==> src/sv/spbm_pkg.sv <==
// shared types and constants for the sparse paged byte memory
`timescale 1ns / 1ps
package spbm_pkg;
    localparam int PAGE_FRAMES_DEF = 16;
    localparam int OFFSET_W = 16;
    localparam int PAGE_W = 48;
    localparam int PAGE_BYTES = 65536;

    localparam logic [1:0] OP_CREATE  = 2'd0;
    localparam logic [1:0] OP_DESTROY = 2'd1;
    localparam logic [1:0] OP_READ    = 2'd2;
    localparam logic [1:0] OP_WRITE   = 2'd3;

    localparam logic [1:0] ST_OK       = 2'd0;
    localparam logic [1:0] ST_UNMAPPED = 2'd1;
    localparam logic [1:0] ST_NO_SPACE = 2'd2;

    typedef enum logic [2:0] {
        S_IDLE,
        S_LOOKUP,
        S_CLEAR,
        S_RDREQ,
        S_RDWAIT,
        S_DONE
    } state_t;

    // controller -> datapath
    typedef struct packed {
        logic load;       // capture input beat
        logic lookup;     // register tag match for current byte address
        logic alloc;      // map page into free frame
        logic unmap;      // clear in-use bit of hit frame
        logic clr_start;  // reset clear counter
        logic clr_step;   // write zero, advance counter
        logic mem_rd;     // issue byte read
        logic mem_wr;     // issue byte write
        logic take_byte;  // merge read byte, advance byte index
        logic set_unmap;  // result status unmapped
        logic set_nospace;
        logic set_wdata;  // result data is written byte
        logic out_load;   // present result
    } cmd_t;

    // datapath -> controller
    typedef struct packed {
        logic [1:0] op;
        logic       hit;
        logic       free_avail;
        logic       clr_last;
        logic       last_byte;
        logic       out_busy;
    } sts_t;
endpackage

==> src/sv/spbm_ctrl.sv <==
// controller state machine
`timescale 1ns / 1ps
module spbm_ctrl
    import spbm_pkg::*;
(
    input  logic clk,
    input  logic rst_n,
    input  logic in_valid,
    output logic in_ready,
    input  sts_t sts,
    output cmd_t cmd
);
    state_t state_reg, state_next;

    always_ff @(posedge clk or negedge rst_n)
    begin
        if (!rst_n)
        begin
            state_reg <= S_IDLE;
        end
        else
        begin
            state_reg <= state_next;
        end
    end

    always_comb
    begin
        state_next = state_reg;
        cmd = '0;
        in_ready = 1'b0;
        unique case (state_reg)
            S_IDLE:
            begin
                in_ready = 1'b1;
                if (in_valid)
                begin
                    cmd.load = 1'b1;
                    state_next = S_LOOKUP;
                end
            end
            S_LOOKUP:
            begin
                // tag match registered on entry; decide here
                unique case (sts.op)
                    OP_CREATE:
                    begin
                        if (sts.hit || sts.free_avail)
                        begin
                            cmd.alloc = !sts.hit;
                            cmd.clr_start = 1'b1;
                            state_next = S_CLEAR;
                        end
                        else
                        begin
                            cmd.set_nospace = 1'b1;
                            state_next = S_DONE;
                        end
                    end
                    OP_DESTROY:
                    begin
                        cmd.unmap = sts.hit;
                        state_next = S_DONE;
                    end
                    OP_READ:
                    begin
                        if (sts.hit)
                        begin
                            cmd.mem_rd = 1'b1;
                            state_next = S_RDWAIT;
                        end
                        else
                        begin
                            cmd.set_unmap = 1'b1;
                            state_next = S_DONE;
                        end
                    end
                    default:
                    begin
                        if (sts.hit)
                        begin
                            cmd.mem_wr = 1'b1;
                            cmd.set_wdata = 1'b1;
                        end
                        else
                        begin
                            cmd.set_unmap = 1'b1;
                        end
                        state_next = S_DONE;
                    end
                endcase
            end
            S_CLEAR:
            begin
                cmd.clr_step = 1'b1;
                if (sts.clr_last)
                begin
                    state_next = S_DONE;
                end
            end
            S_RDWAIT:
            begin
                cmd.take_byte = 1'b1;
                if (sts.last_byte)
                begin
                    state_next = S_DONE;
                end
                else
                begin
                    cmd.lookup = 1'b1;
                    state_next = S_RDREQ;
                end
            end
            S_RDREQ:
            begin
                if (sts.hit)
                begin
                    cmd.mem_rd = 1'b1;
                    state_next = S_RDWAIT;
                end
                else
                begin
                    cmd.set_unmap = 1'b1;
                    state_next = S_DONE;
                end
            end
            S_DONE:
            begin
                if (!sts.out_busy)
                begin
                    cmd.out_load = 1'b1;
                    state_next = S_IDLE;
                end
            end
            default:
            begin
                state_next = S_IDLE;
            end
        endcase
    end

    a_ready_idle: assert property (@(posedge clk) disable iff (!rst_n)
        in_ready |-> state_reg == S_IDLE)
        else $error("ready outside idle");
    a_load_once: assert property (@(posedge clk) disable iff (!rst_n)
        cmd.load |=> !cmd.load)
        else $error("two loads in a row");
    a_out_then_idle: assert property (@(posedge clk) disable iff (!rst_n)
        cmd.out_load |=> state_reg == S_IDLE)
        else $error("result without return to idle");
endmodule

==> config.mk <==
export PLATFORM = sky130hd
export DESIGN_NAME = spbm_ctrl
export DESIGN_NICKNAME = d
export VERILOG_FILES = /design/src/sv/spbm_pkg.sv /design/src/sv/spbm_ctrl.sv
export SDC_FILE = /design/constraint.sdc
export NUM_CORES = 1
export LEC_CHECK = 0
export BUFFER_PORTS_ARGS = -buffer_cell sky130_fd_sc_hd__clkbuf_2
export CORE_AREA = 2 2 39 41
export DETAILED_ROUTE_END_ITERATION = 8
export DIE_AREA = 0 0 41 43
export PLACE_DENSITY = 0.67
export SYNTH_ARGS = -nofsm -noshare
export SYNTH_HDL_FRONTEND = slang
export SYNTH_SLANG_ARGS = --single-unit
==> constraint.sdc <==
create_clock -name clk -period 1.3 [get_ports clk]
set_clock_uncertainty 0.05 [all_clocks]
set_input_delay 0.195 -clock clk [delete_from_list [all_inputs] [get_ports clk]]
set_output_delay 0.195 -clock clk [all_outputs]
set_load 0.01 [all_outputs]
Word level (Yosys, flattened, before mapping):

Index checks and enable logic that the tools add are counted.

* flip-flop bits (word level): 3
* input bits: 10
* output and inout bits: 14
* memories kept: 0
* ROM bits: 0
* memory bits (writable): 0
* latch bits: 0

* shift-type cells: 0
* bitwise operators: 0
* eq/ne operators: 10
* muxes and demuxes: 34
* div/mod/pow operators: 0
* magnitude comparators: 0
* multipliers: 0
* add/sub/neg operators: 0
* reduce and logical (&&, ||, !) cells: 7

Operator list (number)
* $mux W1: 23
* $mux W3: 6
* $pmux W3 S6: 1
* $eq A3 B2 Y1 const B: 2
* $eq A3 B3 Y1 const B: 2
* $ne A2 B2 Y1 const B: 3
* $pmux W3 S2: 1
* $pmux W1 S2: 2
* $eq A3 B1 Y1 const B: 1
* $logic_not A3 Y1: 1
* $reduce_and A3 Y1: 1
* $reduce_or A3 Y1: 1
* $eq A2 B1 Y1 const B: 1
* $eq A2 B2 Y1 const B: 1
* $logic_not A2 Y1: 1
* $mux W2: 1
* $reduce_or A2 Y1: 1
* $logic_not A1 Y1: 1
* $logic_or A1 B1 Y1: 1

Logic depth before layout (Yosys ltp):

* depth in word-level cells: 4
* mapped depth: 6

Least setup slack after synthesis:

Ideal clock, no wire load.

* path type: reg-to-output
* start point: reg state_reg[2]
* end point: out cmd[10] (netlist bit)
* data required time: 1.055 ns
* data arrival time: 1.287 ns
* stages on the path, launching flop included: 6
* setup slack: -0.232 ns
* cell sequence: dfrtp_1 > buf_2 > nand2b_1 > nor2_1 > nand3_1 > nor3b_1

RTL lines
* from (decl): line spbm_ctrl.sv:13 `state_t state_reg, state_next;`
* from (signal assigned): line spbm_ctrl.sv:23 `state_reg <= state_next;`
* to (decl): line spbm_ctrl.sv:11 `output cmd_t cmd`

==> key figures <==
Global route
  • GR Util met2: 23.44%
  • Vias in the first global route: around 460
  • First-pass GRT wire length: between 1500 and 2000 um
  • Initial antenna violation count: 0
  • Global-route met3 utilization: between 3 and 4%
  • Largest net degree at the start of global routing: 10
  • Global routing usage on met1: about 16%
  • Global route total overflow: 0
  • GRT Util Overall: about 15%
  • Busiest grt layer: met2

Layout
  • Most frequent cells in the layout: 13 x clkbuf_2, 9 x buf_4, 7 x buf_2
  • Post-route cell area: 693.2 um^2
  • Fin util: 50.09%
  • Area growth, synth to finish: 97.86%
  • Diodes inserted: 0
  • Filler cell count in the final layout: 126
  • Max reg flops: 3
  • Nets: just under 100
  • Most common cell after layout, fill and taps aside: clkbuf_2
  • Fraction of layout cells with a size suffix above 1: between 60% and 70%

Clock network
  • CTS tree: yes
  • Skew-Pair Late Insertion Delay: approximately 0.23 ns
  • Clock tree buffer depth: 2
  • Num CTS Buffers: 3
  • Clock root cell: clkbuf_4
  • H-tree levels: 1
  • Clk sinks: 3
  • Clk slew on worst S/H paths: ~0.04 ns

Timing
  • Final Worst Setup Slack: -0.2579 ns
  • Pins over their slew limit: 0
  • Final Critical Period: 1.558 ns
  • Worst slew pin tran: approximately 0.38 ns
  • RSZ-0062 raised after global routing: yes
  • Final hold vios: 0
  • Fmax achieved: about 640 MHz
  • Final cycle utilization of the critical path: 119.8%
  • Worst Hold Slack: ~0.24 ns
  • Rel. slew slack: around 75%
  • # setup viols final: 16

Pwr
  • Sw power: around 0.58 mW
  • Power Dens Cells: between 2000 and 2500 nW/um^2
  • Switching portion of total power: approximately two fifths
  • Comb pwr share: 73.2%
  • Internal cell power: between 0.8 and 0.9 mW
  • Sequential share of power: 15.0%
  • Static Leakage: approximately 0.34 nW
  • Worst IR Drop VDD: around 0.0012 V
  • Clk network pwr share: between 10% and 20%

Logic synthesis
  • Synth Cell Area: roughly 350 um^2
  • Cell count after synthesis: 51
  • Asr flop ratio synth: 100.0%
  • EDFF count, synth: 0
  • Syn nets: 61
  • Mean post-synth cell area: just under 7 um^2
  • Register bit total from synthesis: 3
  • Yosys cell types: 23
  • Yosys warnings: 0
  • Top FF cell, synth: dfrtp_1
  • Register area share after synthesis: between 20% and 30%

Placement
  • Dpl ws: -0.1024 ns
  • Placed Area: about 570 um^2
  • Dpl hpwl: about 860 um
  • IO buf count: 23
  • GP Congestion: 0.8724

Setup path
  • Cells along the critical path: nand2b_4, nor2_4, nand3_4, nor3b_2, buf_2
  • Crit-path max FO: 4
  • Critical-path top delay cell: dfrtp_1
  • CP peak stage delay: around 0.37 ns
  • Worst EP arrival: around 1.3 ns
  • CP Capture Type: primary output
  • Worst Path Required: ~1.1 ns
  • Crit path kind: register to primary output
  • Critical path startpoint category: register

Floorplan
  • Die Area: 1763 um^2
  • FP Rows: 14
  • Initial Utilization: between 20% and 30%
  • Die width: approximately 40 um
  • Die Height: 43 um
  • # IOs: 24
  • Core Region: around 1400 um^2

Drt
  • Vias per cell: 4.912
  • DR pass1 iterations: 4
  • Detailed Route WL: roughly 1200 um
  • Via count: around 500
  • Initial DRC Count: 9
  • Residual DRC: 0
  • Routed Antenna Nets: 0
  • DR WL/cell: between 10 and 15 um

Flow run
  • Number of max-cap violations: 0

Run status
  • Violated checks: negative setup slack
  • Outcome: finished, violations left

Hold path
  • Min-delay worst type: primary input to async pin
-- routing by layer --
metal  share of wire (%)  wire length [um]  vias up
met2                  54               629       17
met3                 4.4                51        4
met5                   0                 0        -
li1                    -                 -      250
met4                 2.0                23        0
met1                  39               455      230
-- power by group through the flow --
stage | combinational (mW) | clock [mW] | sequential, mW
floorplan | 0.593 | 0 | 0.170
global route | 1.10 | 0.186 | 0.211
CTS | 0.923 | 0.174 | 0.204
global placement | 0.811 | 0 | 0.198
finish | 1.02 | 0.163 | 0.208
detailed placement | 0.827 | 0 | 0.202
-- cells in the mapped netlist (2+ instances only) --
master	number	share of area, %
nand2b_1	3	5.4
dfrtp_1	3	21
nor2b_1	3	5.4
nor2_1	8	8.6
o22ai_1	2	3.6
a21oi_1	5	7.1
nor3b_1	4	8.6
nor3_1	3	4.3
inv_1	4	4.3
buf_4	2	4.3
nand3_1	2	2.9
-- per-stage QoR --
stage | setup TNS, ns | total power, mW | std cells
after floorplan | -0.1321 | 0.7632 | 51
after global placement | -0.09187 | 1.009 | 93
after detailed placement | -0.2770 | 1.028 | 93
after CTS | -2.657 | 1.301 | 100
after global routing | -3.494 | 1.500 | 102
final | -2.398 | 1.388 | 102
-- worst paths after layout --
check                             startpoint      endpoint  slack [ns]  cells past startpoint
worst max-delay path            state_reg[2]       cmd[10]       -0.26                      5
worst max register to register  state_reg[2]  state_reg[0]       -0.09                      4
min in group clk                      sts[2]  state_reg[1]        0.30                      4
worst min register to register  state_reg[0]  state_reg[1]        0.60                      2
worst min-delay path                   rst_n  state_reg[2]        0.24                      2
max in group asynchronous              rst_n  state_reg[0]        0.84                      2
-- worst max-delay path: cells and delay by family, from the launching register on --
family / cells / cell delay (ns)
flip-flops: 1 / 0.37
AND/OR/NAND/NOR: 4 / 0.57
buffers and inverters: 1 / 0.15
-- cell families (layout without fill, tap and decap cells) --
| group | Yosys count | in the layout | synth area share (%) |
|---|---|---|---|
| AOI/OAI and AO/OA | 12 | 12 | 21.43 |
| buffers and inverters | 8 | 43 | 11.07 |
| DFF | 3 | 3 | 21.43 |
| muxes | 1 | 1 | 2.857 |
| and+or+nand+nor | 27 | 27 | 43.22 |
-- layout make-up --
| class | count | area, um^2 | share of cell area (%) |
|---|---|---|---|
| Inverter | 4 | 15.01 | 2.166 |
| Sequential cell | 3 | 77.57 | 11.19 |
| Tap cell | 16 | 20.02 | 2.888 |
| Timing Repair Buffer | 35 | 234.0 | 33.75 |
| Multi-Input combinational cell | 40 | 320.3 | 46.21 |
| Clock buffer | 4 | 26.28 | 3.791 |
-- timing repair --
action | CTS | global route
hold endpoints to repair | 3 | 0
resized for setup | 5 | 18
endpoints found under the setup margin | 16 | 17
setup buffers | 2 | 2
hold buffers | 1 | 0
pin swaps | 6 | 5
No activity file was read; power rests on OpenSTA's default activity.
